**src/pctbt_pkg.sv**
```systemverilog
// Shared types and constants of the per-client token bucket table.
// Used by the controller, the datapath and the top level.
package pctbt_pkg;

  typedef enum logic [1:0] {
    CMD_CHECK = 2'd0,
    CMD_RESET = 2'd1,
    CMD_QUERY = 2'd2
  } command_e;

  localparam logic [1:0] CFG_REFILL = 2'd0;
  localparam logic [1:0] CFG_BURST  = 2'd1;
  localparam logic [1:0] CFG_SLOTS  = 2'd2;

  localparam logic [15:0] REFILL_RESET = 16'd100;
  localparam logic [15:0] BURST_RESET  = 16'd100;
  localparam logic [6:0]  SLOTS_RESET  = 7'd64;
  localparam logic [41:0] MS_PER_S     = 42'd1000;

  typedef struct packed {
    logic [1:0]  command;
    logic [63:0] client_key;
    logic [31:0] now_seconds;
  } in_t;

  typedef struct packed {
    logic        status;
    logic [15:0] remaining_tokens;
    logic [41:0] last_update_ms;
  } out_t;

  typedef struct packed {
    logic        valid;
    logic [63:0] key;
    logic [15:0] tokens;
    logic [15:0] capacity;
    logic [15:0] rate;
    logic [31:0] stamp;
  } slot_t;

  typedef enum logic [2:0] {
    ST_CLEAR,
    ST_IDLE,
    ST_SCAN,
    ST_FETCH,
    ST_LOAD,
    ST_CALC,
    ST_WRITE
  } state_e;

  // commands from controller to datapath
  typedef struct packed {
    logic clr_en;
    logic accept;
    logic scan;
    logic fetch;
    logic load;
    logic calc;
    logic finish;
  } ctrl_t;

  typedef struct packed {
    logic clr_last;
    logic scan_done;
  } stat_t;

endpackage

```
**src/pctbt_ctrl.sv**
```systemverilog
// Controller state machine of the token bucket table.
// Depends on pctbt_pkg; drives pctbt_dp through ctrl_t and reads stat_t.
module pctbt_ctrl (
  input  logic             clk_i,
  input  logic             rst_ni,
  input  logic             in_valid_i,
  output logic             in_ready_o,
  output logic             out_valid_o,
  input  logic             out_ready_i,
  input  pctbt_pkg::stat_t stat_i,
  output pctbt_pkg::ctrl_t ctrl_o
);

  pctbt_pkg::state_e state_q, state_d;
  logic out_valid_q, out_valid_d;
  logic out_free;

  assign out_free = !out_valid_q || out_ready_i;

  always_ff @(posedge clk_i or negedge rst_ni) begin
    if (!rst_ni) begin
      state_q     <= pctbt_pkg::ST_CLEAR;
      out_valid_q <= 1'b0;
    end else begin
      state_q     <= state_d;
      out_valid_q <= out_valid_d;
    end
  end

  always_comb begin
    state_d    = state_q;
    ctrl_o     = '0;
    in_ready_o = 1'b0;
    unique case (state_q)
      pctbt_pkg::ST_CLEAR: begin
        ctrl_o.clr_en = 1'b1;
        if (stat_i.clr_last) state_d = pctbt_pkg::ST_IDLE;
      end
      pctbt_pkg::ST_IDLE: begin
        in_ready_o = 1'b1;
        if (in_valid_i) begin
          ctrl_o.accept = 1'b1;
          state_d       = pctbt_pkg::ST_SCAN;
        end
      end
      pctbt_pkg::ST_SCAN: begin
        ctrl_o.scan = 1'b1;
        if (stat_i.scan_done) state_d = pctbt_pkg::ST_FETCH;
      end
      pctbt_pkg::ST_FETCH: begin
        ctrl_o.fetch = 1'b1;
        state_d      = pctbt_pkg::ST_LOAD;
      end
      pctbt_pkg::ST_LOAD: begin
        ctrl_o.load = 1'b1;
        state_d     = pctbt_pkg::ST_CALC;
      end
      pctbt_pkg::ST_CALC: begin
        ctrl_o.calc = 1'b1;
        state_d     = pctbt_pkg::ST_WRITE;
      end
      pctbt_pkg::ST_WRITE: begin
        // hold until the output register can take the word
        if (out_free) begin
          ctrl_o.finish = 1'b1;
          state_d       = pctbt_pkg::ST_IDLE;
        end
      end
      default: state_d = pctbt_pkg::ST_CLEAR;
    endcase
  end

  always_comb begin
    out_valid_d = out_valid_q;
    if (ctrl_o.finish) out_valid_d = 1'b1;
    else if (out_ready_i) out_valid_d = 1'b0;
  end

  assign out_valid_o = out_valid_q;

  a_accept_scan : assert property (@(posedge clk_i) disable iff (!rst_ni)
    (in_valid_i && in_ready_o) |=> (state_q == pctbt_pkg::ST_SCAN))
    else $error("accepted word did not start a scan");

  a_finish_free : assert property (@(posedge clk_i) disable iff (!rst_ni)
    ctrl_o.finish |-> (!out_valid_q || out_ready_i))
    else $error("result overwrote a pending word");

  a_finish_valid : assert property (@(posedge clk_i) disable iff (!rst_ni)
    ctrl_o.finish |=> out_valid_q)
    else $error("finished result not presented");

endmodule

```
**config.mk**
```make
export PLATFORM = sky130hd
export DESIGN_NAME = pctbt_ctrl
export DESIGN_NICKNAME = d
export VERILOG_FILES = /design/src/pctbt_pkg.sv /design/src/pctbt_ctrl.sv
export SDC_FILE = /design/constraint.sdc
export NUM_CORES = 1
export LEC_CHECK = 0
export BUFFER_PORTS_ARGS = -buffer_cell sky130_fd_sc_hd__buf_2
export CORE_AREA = 3 3 40 42
export CTS_CLUSTER_SIZE = 25
export DETAILED_ROUTE_END_ITERATION = 6
export DIE_AREA = 0 0 43 45
export PLACE_DENSITY = 0.41
export SETUP_SLACK_MARGIN = 0.05
export SKIP_LAST_GASP = 1
export SLEW_MARGIN = 20
export SYNTH_ARGS = -nofsm -noshare
export SYNTH_HDL_FRONTEND = slang
export SYNTH_SLANG_ARGS = --single-unit
```
**constraint.sdc**
```tcl
create_clock -name clk_i -period 1.45 [get_ports clk_i]
set_clock_uncertainty 0.15 [all_clocks]
set_input_delay 0.3625 -clock clk_i [delete_from_list [all_inputs] [get_ports clk_i]]
set_output_delay 0.3625 -clock clk_i [all_outputs]
set_load 0.05 [all_outputs]
```
* After elaboration in Yosys (flattened, before gate mapping) *
Index checks and enable logic that the tools add are counted.

storage, ports and cells
  bits in registers = 4
  latch bits = 0
  memory bits (writable) = 0
  memory bits (read-only) = 0
  bits of input ports = 6
  output and inout port bits = 9
  logic and storage cells = 34
  memories kept = 0

operators by class
  add/sub/neg operators = 0
  multipliers = 0
  divide/modulo/power cells = 0
  magnitude comparators = 0
  eq/ne operators = 10
  shifts and indexed selects = 0
  muxes and demuxes = 17
  bitwise operators = 0
  reductions and logical operators = 5

operator list
  operator              number
  $pmux W3 S7           1
  $mux W1               12
  $mux W3               4
  $eq A3 B3 Y1 const B  3
  $ne A2 B2 Y1 const B  4
  $eq A3 B2 Y1 const B  2
  $reduce_and A4 Y1     1
  $eq A3 B1 Y1 const B  1
  $logic_not A3 Y1      1
  $reduce_bool A2 Y1    1
  $logic_not A1 Y1      1
  $logic_or A1 B1 Y1    1

* Logic depth before layout (Yosys ltp) *
Gate-level depths: netlist of run 1.

  depth after elaboration = 5
  depth in mapped cells = 4
  gate-level depth less buffers = 3

* Least setup slack after synthesis of run 1 *
No wires, ideal clock.

  path type = reg2out
  start point = register state_q[1]
  end point = output port ctrl_o[2] (netlist name)
  arrival time = 1.682 ns
  required time = 0.938 ns
  path slack = -0.745 ns
  stages on the path, launching flop included = 3
  buffers on the path = 1
  cells stage by stage = dfrtp_1 -> buf_6 -> nor3b_1

RTL lines
  item                    line              RTL
  from (decl)             pctbt_ctrl.sv:14  pctbt_pkg::state_e state_q, state_d;
  from (signal assigned)  pctbt_ctrl.sv:22  state_q <= pctbt_pkg::ST_CLEAR;
  from (signal assigned)  pctbt_ctrl.sv:25  state_q <= state_d;
  to (decl)               pctbt_ctrl.sv:11  output pctbt_pkg::ctrl_t ctrl_o

==> flow_summary.rst, run 1 <==
.. list-table::
   :header-rows: 1

   * - Metric
     - Value
   * - Result of the run
     - complete, but fails checks
   * - Violated checks
     - negative setup slack
   * - Total GRT Usage
     - 11.5%
   * - Standard-cell rows
     - 13
   * - Share of layout cells above drive strength 1
     - 74.6%
   * - Maximum number of pins on one net before global-route repair
     - 9
   * - Instance count after placement with tap cells included
     - 64
   * - Core Area
     - 1280 sq um
   * - Achievable Freq
     - about 580 MHz
   * - Met1 track utilization from global routing
     - between 10% and 20%
   * - CP peak stage delay
     - 0.47 ns
   * - Count of final hold-check violations
     - 0
   * - Via count normalized by instance count
     - between 4 and 5
   * - Path type of the worst setup path
     - flop to primary output
   * - Critical-path maximum fanout
     - 8
   * - Area growth from synthesis to layout
     - 109%
   * - Post-detailed-placement half-perimeter wirelength
     - 663 um
   * - Overall die height
     - 45 um
   * - Global-route layer with the greatest usage
     - met2
   * - H-tree levels
     - 1
   * - Area enclosed by the die boundary
     - about 1900 sq um
   * - Top cell type's share of synthesized area
     - between 30% and 40%
   * - Final total negative setup slack
     - -2.02 ns
   * - Measured slew at the worst slew-check pin
     - 0.361 ns
   * - Setup WS pre-CTS
     - -0.162 ns
   * - Number of port buffers
     - 14
   * - Root Buffer Master
     - clkbuf_4
   * - Cell area after technology mapping
     - slightly below 300 sq um
   * - Min cycle time layout
     - 1.73 ns
   * - Distinct cell type count after synthesis
     - 19
   * - Total Nets Final
     - 66
   * - Critical path endpoint category
     - primary output
   * - Total gr overflow
     - 0
   * - Max-cap check violation count
     - 0
   * - Final routed wirelength across all metal layers
     - 939 um
   * - Number of fill cells in the layout
     - approximately 130
   * - Crit path setup slack, layout
     - -0.281 ns
   * - Global-route wire length before repair
     - 1570 um
   * - Clk buf depth
     - 2
   * - Number of ports placed on the die boundary
     - 15
   * - R2r startpoint
     - state_q[2]
   * - Worst hold slack
     - 0.296 ns
   * - Yosys top cell by area
     - dfrtp_1
   * - Chip Width
     - 43 um
   * - Wire length per cell
     - 12.7 um
   * - Setup-failing EPs final
     - 9
   * - Number of standard cells in the layout, taps in and fillers out
     - 74
   * - Required time of the critical path
     - roughly 0.94 ns
   * - First drt pass iteration count
     - 1
   * - Commonest non-fill, non-tap cell in the layout
     - buf_4
   * - Most area-consuming cells after synthesis
     - dfrtp_1 34%, buf_6 12%, nor3b_4 6.4%
   * - Total via count in the routed design
     - 338
   * - Worst path arrival time
     - 1.22 ns
   * - Clock tree sinks
     - 4
   * - Headroom to the max-slew limit
     - 75.7%
   * - Reg2reg setup slack
     - -0.04 ns
   * - Post-synth net total
     - 37
   * - Cell count after synthesis
     - 31
   * - Starting utilization of the core area
     - 22.8%
   * - Clock transition time at the flip-flop clock pins of the worst setup and hold paths
     - ~0.04 ns
   * - CTS tree
     - built
   * - Top library cells by usage in the layout, fill and taps aside
     - 11 x buf_4, 8 x buf_6, 5 x buf_2
   * - Cell count of the worst reg-to-reg path
     - 6
   * - Standby leakage power
     - roughly 0.3 nW
   * - Worst Hold Class
     - input pin to asynchronous set/reset pin
   * - Slowest cell on the critical path
     - dfrtp_2
   * - Post-route antenna net violation count
     - 0
   * - Setup repair after global routing missed its margin
     - true
   * - Sequential cell area fraction in the yosys report
     - 34.2%
   * - Cells traversed along the worst timing path
     - nor3b_4 -> and2_4 -> buf_8
   * - Critical R2R Capture
     - state_q[0]
   * - Number of buffers created by CTS
     - 3
   * - First-iteration detailed-routing DRC count
     - 0
   * - RePlAce Congestion
     - 0.739
   * - Global-route met2 utilization
     - 17.7%
   * - Number of antenna violations at the first check in global routing
     - 0
   * - Final Cycle Share
     - 119%
   * - Yosys warning count
     - 0
   * - Antenna diodes
     - 0
   * - Clock insertion delay at the later pin of the skew report
     - 0.24 ns
   * - Final routed DRC violation total
     - 0
   * - Seq cells post-synth
     - 4
   * - Final non-filler cell area
     - 613 sq um
   * - Slew Limit Fails
     - 0
   * - Startpoint Class
     - flop
   * - Syn Area/Cell
     - 9.44 sq um
   * - Vias in the first global route
     - 367
   * - Worst VDD drop
     - 0.000943 V
   * - Power density normalized to cell area
     - 2650 nW/um^2
   * - Met3 layer usage reported by global route
     - 1.59%
   * - Placed instance area
     - 435 sq um
==> routing by layer <==
metal	routed length [um]	part of all wire (%)	up-vias
li1	-	-	164
met1	382	41	157
met2	480	51	13
met3	41	4.4	4
met4	34	3.6	0
met5	0	0	-
==> report_power, final <==
part	internal [mW]	switching, mW	leakage [nW]
clock network	0.104	0.0563	0.0150
registers	0.169	0.0941	0.0464
logic	0.576	0.626	0.244
==> Yosys cell counts <==
| cell | count |
|---|---|
| a21o_1 | 2 |
| a21oi_1 | 1 |
| a2bb2oi_1 | 1 |
| and2_1 | 1 |
| and3b_1 | 1 |
| buf_4 | 1 |
| buf_6 | 3 |
| dfrtp_1 | 4 |
| nand2_1 | 2 |
| nand2b_1 | 2 |
| nand3b_1 | 1 |
| nor2_1 | 3 |
| nor2b_1 | 1 |
| nor3_1 | 1 |
| nor3b_1 | 2 |
| nor3b_4 | 1 |
| o21ai_0 | 2 |
| o22ai_1 | 1 |
| o31ai_1 | 1 |
==> how the worst max path moves through the flow <==
stage | from | endpoint | cells after the start | slack (ns)
2_1_floorplan | state_q[2] | ctrl_o[5] | 3 | -0.44
3_3_place_gp | state_q[2] | ctrl_o[5] | 3 | -0.13
3_5_place_dp | state_q[2] | ctrl_o[5] | 3 | -0.16
4_1_cts | state_q[2] | ctrl_o[4] | 3 | -0.28
5_1_grt | state_q[2] | ctrl_o[0] | 4 | -0.35
6_report | state_q[1] | ctrl_o[5] | 3 | -0.28
==> metrics by stage <==
stage | util, % | total power, mW
after global placement | 33.9 | 1.11
after floorplan | - | 0.945
after detailed placement | 33.9 | 1.14
after CTS | 43.9 | 1.52
final | 47.7 | 1.63
after global routing | 47.7 | 1.73
==> flip-flops by register name, indices dropped and copies added (netlist names) <==
signal       count
out_valid_o      1
state_q          3
==> cells by family (layout without fill, tap and decap cells) <==
kind of cell    Yosys count  after routing  share of synthesized area (%)
simple gates             15             15                           33.8
compound gates            8              8                           17.9
flops                     4              4                           34.2
buf+inv                   4             32                           14.1
==> critical path, delay by kind of cell, from the launching register on <==
| family | cells | cell delay [ns] |
|---|---|---|
| buf+inv | 1 | 0.13 |
| flops | 1 | 0.47 |
| simple gates | 2 | 0.37 |
==> area by class of cell <==
| cell class | count | area [sq um] | share of cell area [%] |
|---|---|---|---|
| Tap cell | 15 | 18.8 | 3.06 |
| Sequential cell | 4 | 104 | 16.9 |
| Clock buffer | 4 | 26.3 | 4.29 |
| Timing Repair Buffer | 28 | 253 | 41.2 |
| Multi-Input combinational cell | 23 | 211 | 34.5 |
==> what timing repair did <==
action	4_1_cts	5_1_grt
hold endpoints to repair	4	0
buffers inserted	4	2
resized for setup	22	10
pin swaps	1	2
hold buffers	1	0
endpoints found under the setup margin	9	11
No activity file was read; power rests on OpenSTA's default activity.
==> inputs of run 2 (changes only) <==
SETUP_SLACK_MARGIN = default   (was 0.05)
==> run 2 against run 1 <==
The run still ends with negative setup slack left. Highest routed layer unchanged. Worst hold slack stayed put. Clock-buffer cell count is the same. First-iteration DRC count unchanged. Maximum frequency unchanged. Non-clock buffer count did not move.
==> flow_summary.rst, run 2 (synthesized netlist as in run 1, its figures left out) <==
.. list-table::
   :header-rows: 1

   * - Metric
     - Value
   * - Measured slew at the worst slew-check pin
     - 0.361 ns
   * - Final routed wirelength across all metal layers
     - 940 um
   * - Critical path endpoint category
     - primary output
   * - Startpoint Class
     - flop
   * - Antenna diodes
     - 0
   * - Number of port buffers
     - 14
   * - Worst Hold Class
     - input pin to asynchronous set/reset pin
   * - Clock insertion delay at the later pin of the skew report
     - approximately 0.24 ns
   * - Total via count in the routed design
     - 336
   * - Core Area
     - 1280 sq um
   * - Worst path arrival time
     - roughly 1.2 ns
   * - Via count normalized by instance count
     - 4.54
   * - Setup-failing EPs final
     - 9
   * - Root Buffer Master
     - clkbuf_4
   * - Critical-path maximum fanout
     - 8
   * - Number of antenna violations at the first check in global routing
     - 0
   * - Largest register FFs
     - 3
   * - Share of layout cells above drive strength 1
     - 74.6%
   * - Total GRT Usage
     - 11.5%
   * - Vias in the first global route
     - 367
   * - Starting utilization of the core area
     - 22.8%
   * - Area enclosed by the die boundary
     - 1940 sq um
   * - Total gr overflow
     - 0
   * - Number of fill cells in the layout
     - around 130
   * - Count of final hold-check violations
     - 0
   * - Register ranked first by flip-flop count
     - state_q
   * - Commonest non-fill, non-tap cell in the layout
     - buf_4
   * - Slew Limit Fails
     - 0
   * - First-iteration detailed-routing DRC count
     - 0
   * - Result of the run
     - complete, but fails checks
   * - Post-route antenna net violation count
     - 0
   * - First drt pass iteration count
     - 1
   * - Area growth from synthesis to layout
     - 107%
   * - Overall die height
     - 45 um
   * - Achievable Freq
     - 578 MHz
   * - Global-route wire length before repair
     - 1570 um
   * - Worst VDD drop
     - 0.000942 V
   * - RePlAce Congestion
     - roughly 0.74
   * - Headroom to the max-slew limit
     - 75.7%
   * - Clock tree sinks
     - 4
   * - Max-cap check violation count
     - 0
   * - Number of standard cells in the layout, taps in and fillers out
     - 74
   * - Min cycle time layout
     - 1.73 ns
   * - Setup repair after global routing missed its margin
     - true
   * - Number of ports placed on the die boundary
     - 15
   * - Violated checks
     - negative setup slack
   * - Crit path setup slack, layout
     - -0.281 ns
   * - Standard-cell rows
     - 13
   * - Maximum number of pins on one net before global-route repair
     - 9
   * - Post-detailed-placement half-perimeter wirelength
     - around 660 um
   * - Top library cells by usage in the layout, fill and taps aside
     - 11 x buf_4, 7 x buf_6, 6 x buf_2
   * - Instance count after placement with tap cells included
     - 64
   * - Clk buf depth
     - 2
   * - Clock transition time at the flip-flop clock pins of the worst setup and hold paths
     - 0.04 ns
   * - Total Nets Final
     - 66
   * - CTS tree
     - built
   * - Utilization after layout
     - 47.2%
   * - Required time of the critical path
     - 0.94 ns
   * - Path type of the worst setup path
     - flop to primary output
   * - Chip Width
     - about 43 um
   * - H-tree levels
     - 1
   * - Final routed DRC violation total
     - 0
   * - Wire length per cell
     - 12.7 um
   * - Power density normalized to cell area
     - between 2000 and 3000 nW/um^2
   * - Number of buffers created by CTS
     - 3
   * - Final Cycle Share
     - 119%
   * - Standby leakage power
     - 0.304 nW
## run 2: cell counts in the layout (fill, tap and decap cells not counted)
Identical to the previous run, type by type.
## run 2: metrics by stage
stage / TNS (ns) / hold slack (ns) / cell area (sq um) / worst slack (ns) / power [mW]
2_1_floorplan: -1.32 / -0.0831 / 328 / -0.443 / 0.945
3_3_place_gp: -0.514 / 0.0212 / 435 / -0.130 / 1.11
3_5_place_dp: -0.761 / 0.0207 / 435 / -0.162 / 1.14
4_1_cts: -2.15 / 0.294 / 562 / -0.282 / 1.52
5_1_grt: -2.62 / 0.298 / 607 / -0.347 / 1.71
6_report: -2.03 / 0.296 / 607 / -0.281 / 1.61
## run 2: metal layers
layer	GRT usage, %	routed length [um]	up-vias
li1	-	-	164
met1	12.4	384	155
met2	17.7	480	13
met3	1.59	41	4
met4	14.5	34	0
met5	0	0	-
## run 2: final timing paths
kind                       slack [ns]  cells past startpoint        start           to
hold / removal                   0.30                      2       rst_ni   state_q[0]
setup / recovery                -0.28                      3   state_q[1]    ctrl_o[5]
hold reg to reg                  0.51                      3  out_valid_o  out_valid_o
max in group asynchronous        0.72                      2       rst_ni   state_q[1]
min in group clk_i               0.32                      3    stat_i[1]   state_q[0]
setup reg to reg                -0.04                      6   state_q[2]   state_q[0]
## run 2: what timing repair did
action | 4_1_cts | 5_1_grt
endpoints found under the setup margin | 8 | 9
resized for setup | 21 | 9
endpoints found under the hold margin | 4 | 0
setup buffers | 4 | 2
hold buffers | 1 | 0
pin swaps | 1 | 2
## run 2: layout make-up
class	count	area, sq um	area share [%]
sequential	4	104	17.1
clock buffer	4	26.3	4.33
multi-input combinational	23	211	34.8
timing repair buffer	28	246	40.6
tap	15	18.8	3.09
## run 2: critical path: stages, from the launching register on
cell and delay [ns]:
dfrtp_2 0.47, nor3b_4 0.20, and2_4 0.17, buf_8 0.13
## run 2: where the power goes
part	internal [mW]	leakage [nW]	total (mW)	switching [mW]
clock network	0.104	0.0150	0.160	0.0563
registers	0.169	0.0464	0.261	0.0925
logic	0.565	0.243	1.19	0.626
total	0.838	0.304	1.61	0.775
==> inputs of run 3 (changes only) <==
ABC_AREA = 1   (was default)
==> run 3 against run 2 <==
Die area did not move. The flow still finishes with violations (negative setup slack). Critical path type unchanged. Critical path depth rose by 1. Routed wire length fell by 23%. Combinational power rose by 16%.
==> flow_summary.rst, run 3 <==
.. list-table::
   :header-rows: 1

   * - Metric
     - Value
   * - Result of the run
     - complete, but fails checks
   * - Violated checks
     - negative setup slack
   * - Reg2reg setup slack
     - roughly 0.010 ns
   * - First drt pass iteration count
     - 4
   * - Core Area
     - 1280 sq um
   * - Global-route wire length before repair
     - 1210 um
   * - Number of standard cells in the layout, taps in and fillers out
     - 87
   * - Slew Limit Fails
     - 0
   * - Placed instance area
     - 522 sq um
   * - Path type of the worst setup path
     - flop to primary output
   * - Syn Area/Cell
     - between 6 and 7 sq um
   * - Number of antenna violations at the first check in global routing
     - 0
   * - Clk buf depth
     - 2
   * - Share of layout cells above drive strength 1
     - between 70% and 80%
   * - Setup-failing EPs final
     - 8
   * - Distinct cell type count after synthesis
     - 15
   * - Power density normalized to cell area
     - 2710 nW/um^2
   * - Root Buffer Master
     - clkbuf_4
   * - Sequential group share of total power
     - 15.1%
   * - Net switching power
     - about 940 uW
   * - CTS tree
     - built
   * - Measured slew at the worst slew-check pin
     - approximately 0.25 ns
   * - Most instantiated cells after synthesis
     - 10 x nand2_1, 6 x inv_1, 4 x dfrtp_1, 4 x nand3_1
   * - Final routed DRC violation total
     - 0
   * - Clock transition time at the flip-flop clock pins of the worst setup and hold paths
     - 0.04 ns
   * - Wire length on met2
     - ~330 um
   * - Cell count after synthesis
     - 43
   * - Overall die height
     - 45 um
   * - Post-route antenna net violation count
     - 0
   * - Post-synth net total
     - between 40 and 50
   * - Worst Hold Class
     - input pin to asynchronous set/reset pin
   * - Antenna diodes
     - 0
   * - Vias in the first global route
     - 288
   * - Most area-consuming cells after synthesis
     - dfrtp_1 34%, nand2_1 13%, inv_1 7.6%
   * - Count leader, synth
     - nand2_1
   * - Utilization after layout
     - 51.8%
   * - Setup repair after global routing missed its margin
     - true
   * - Standard-cell rows
     - 13
   * - Total Nets Final
     - between 70 and 80
   * - Worst path arrival time
     - ~1.2 ns
   * - Yosys warning count
     - 0
   * - First-iteration detailed-routing DRC count
     - 3
   * - RePlAce Congestion
     - around 0.72
   * - Cell count of the worst reg-to-reg path
     - 7
   * - Min cycle time layout
     - ~1.7 ns
   * - Area growth from synthesis to layout
     - 124%
   * - Critical path endpoint category
     - primary output
   * - Clock group share of total power
     - 8.5%
   * - Combinational cell fraction of total power
     - 76.4%
   * - Top library cells by usage in the layout, fill and taps aside
     - 10 x buf_6, 7 x nand2_1, 7 x buf_4
   * - Total gr overflow
     - 0
   * - Clock insertion delay at the later pin of the skew report
     - 0.24 ns
   * - Final routed wirelength across all metal layers
     - 726 um
   * - Yosys top cell by area
     - dfrtp_1
   * - H-tree levels
     - 1
   * - Commonest non-fill, non-tap cell in the layout
     - buf_6
   * - Via count normalized by instance count
     - 4.06
   * - Seq cells post-synth
     - 4
   * - Routed met3 length
     - 60 um
   * - Number of enable-type register cells in the synthesized netlist
     - 0
   * - Wire length per cell
     - approximately 8.3 um
   * - Standby leakage power
     - 0.321 nW
   * - Critical R2R Capture
     - state_q[0]
   * - Chip Width
     - 43 um
   * - Share of async-settable or async-resettable flops after synthesis
     - between 90% and 100%
   * - Top cell type's share of synthesized area
     - 33.8%
   * - Cell area after technology mapping
     - 297 sq um
   * - Critical-path maximum fanout
     - 7
   * - Final non-filler cell area
     - 666 sq um
   * - Headroom to the max-slew limit
     - 83.5%
   * - Largest register FFs
     - 3
   * - Main synth FF type
     - dfrtp_1
   * - Total GRT Usage
     - 8.54%
   * - Worst hold slack
     - 0.308 ns
   * - Sequential cell area fraction in the yosys report
     - 33.8%
   * - Required time of the critical path
     - 0.94 ns
   * - Register ranked first by flip-flop count
     - state_q
   * - Number of ports placed on the die boundary
     - 15
   * - Crit path setup slack, layout
     - -0.251 ns
   * - Number of port buffers
     - 14
   * - Worst VDD drop
     - between 0.001 and 0.0015 V
   * - Achievable Freq
     - 588 MHz
   * - Startpoint Class
     - flop
   * - R2r startpoint
     - state_q[2]
   * - Switching share of power
     - 51.8%
   * - Total via count in the routed design
     - around 350
   * - Internal power summed over all cells
     - 870 uW
   * - Clock tree sinks
     - 4
   * - Count of final hold-check violations
     - 0
   * - Max-cap check violation count
     - 0
   * - Area enclosed by the die boundary
     - ~1900 sq um
   * - Post-detailed-placement half-perimeter wirelength
     - around 600 um
   * - Starting utilization of the core area
     - 23.1%
   * - Maximum number of pins on one net before global-route repair
     - 8
   * - Final Cycle Share
     - 117%
   * - Number of buffers created by CTS
     - 3
   * - Instance count after placement with tap cells included
     - 80
   * - Uppermost metal layer occupied by signal nets
     - met3
   * - Wire length the detailed router placed on met1
     - 338 um
run 3: worst max-delay path: stages (launching register included):
cell	delay, ns
dfrtp_2	0.49
nor2_2	0.17
nand2_2	0.08
clkinvlp_4	0.07
buf_6	0.14
run 3: logic make-up after synthesis:
| group | Yosys count | synth area share, % |
|---|---|---|
| AND/OR/NAND/NOR | 26 | 47.3 |
| buffers and inverters | 10 | 13.9 |
| flip-flops | 4 | 33.8 |
| AO/OA/AOI/OAI | 3 | 5.06 |
run 3: timing repair:
action / in CTS / in global routing
setup buffers: 1 / 1
resized for setup: 22 / 6
hold buffers: 1 / 0
cloned: 0 / 0
pin swaps: 4 / 3
endpoints found under the hold margin: 4 / 0
setup endpoints to repair: 10 / 10
run 3: final cells by class:
class	count	area (sq um)
tap	15	18.8
fill	116	619
multi-input combinational	29	231
clock buffer	4	26.3
inverter	9	45.0
timing repair buffer	26	240
sequential	4	104
run 3: how the worst max path moves through the flow:
stage	startpoint	end	slack (ns)
detailed placement	state_q[2]	ctrl_o[6]	-0.12
finish	state_q[2]	ctrl_o[6]	-0.25
global route	state_q[2]	ctrl_o[6]	-0.30
CTS	state_q[2]	ctrl_o[6]	-0.26
floorplan	state_q[1]	ctrl_o[5]	-0.15
global placement	state_q[2]	ctrl_o[6]	-0.11
run 3: metal layers:
| layer | up-vias | global-route usage (%) |
|---|---|---|
| met5 | - | 0 |
| met4 | 0 | 3.61 |
| met3 | 0 | 3.59 |
| met2 | 12 | 12.3 |
| met1 | 148 | 11.3 |
| li1 | 193 | - |
run 3: stage by stage:
| stage | power (mW) | worst slack, ns | setup TNS, ns |
|---|---|---|---|
| floorplan | 1.02 | -0.148 | -0.410 |
| global placement | 1.40 | -0.113 | -0.528 |
| detailed placement | 1.39 | -0.122 | -0.545 |
| CTS | 1.76 | -0.256 | -1.85 |
| global route | 1.91 | -0.296 | -2.25 |
| finish | 1.81 | -0.251 | -1.72 |
run 3: power groups by stage:
stage,Combinational [mW],Clock (mW),Sequential (mW)
final,1.38,0.154,0.273
after CTS,1.32,0.160,0.274
after floorplan,0.699,0,0.322
after global placement,1.13,0,0.264
after detailed placement,1.12,0,0.264
after global routing,1.46,0.170,0.282
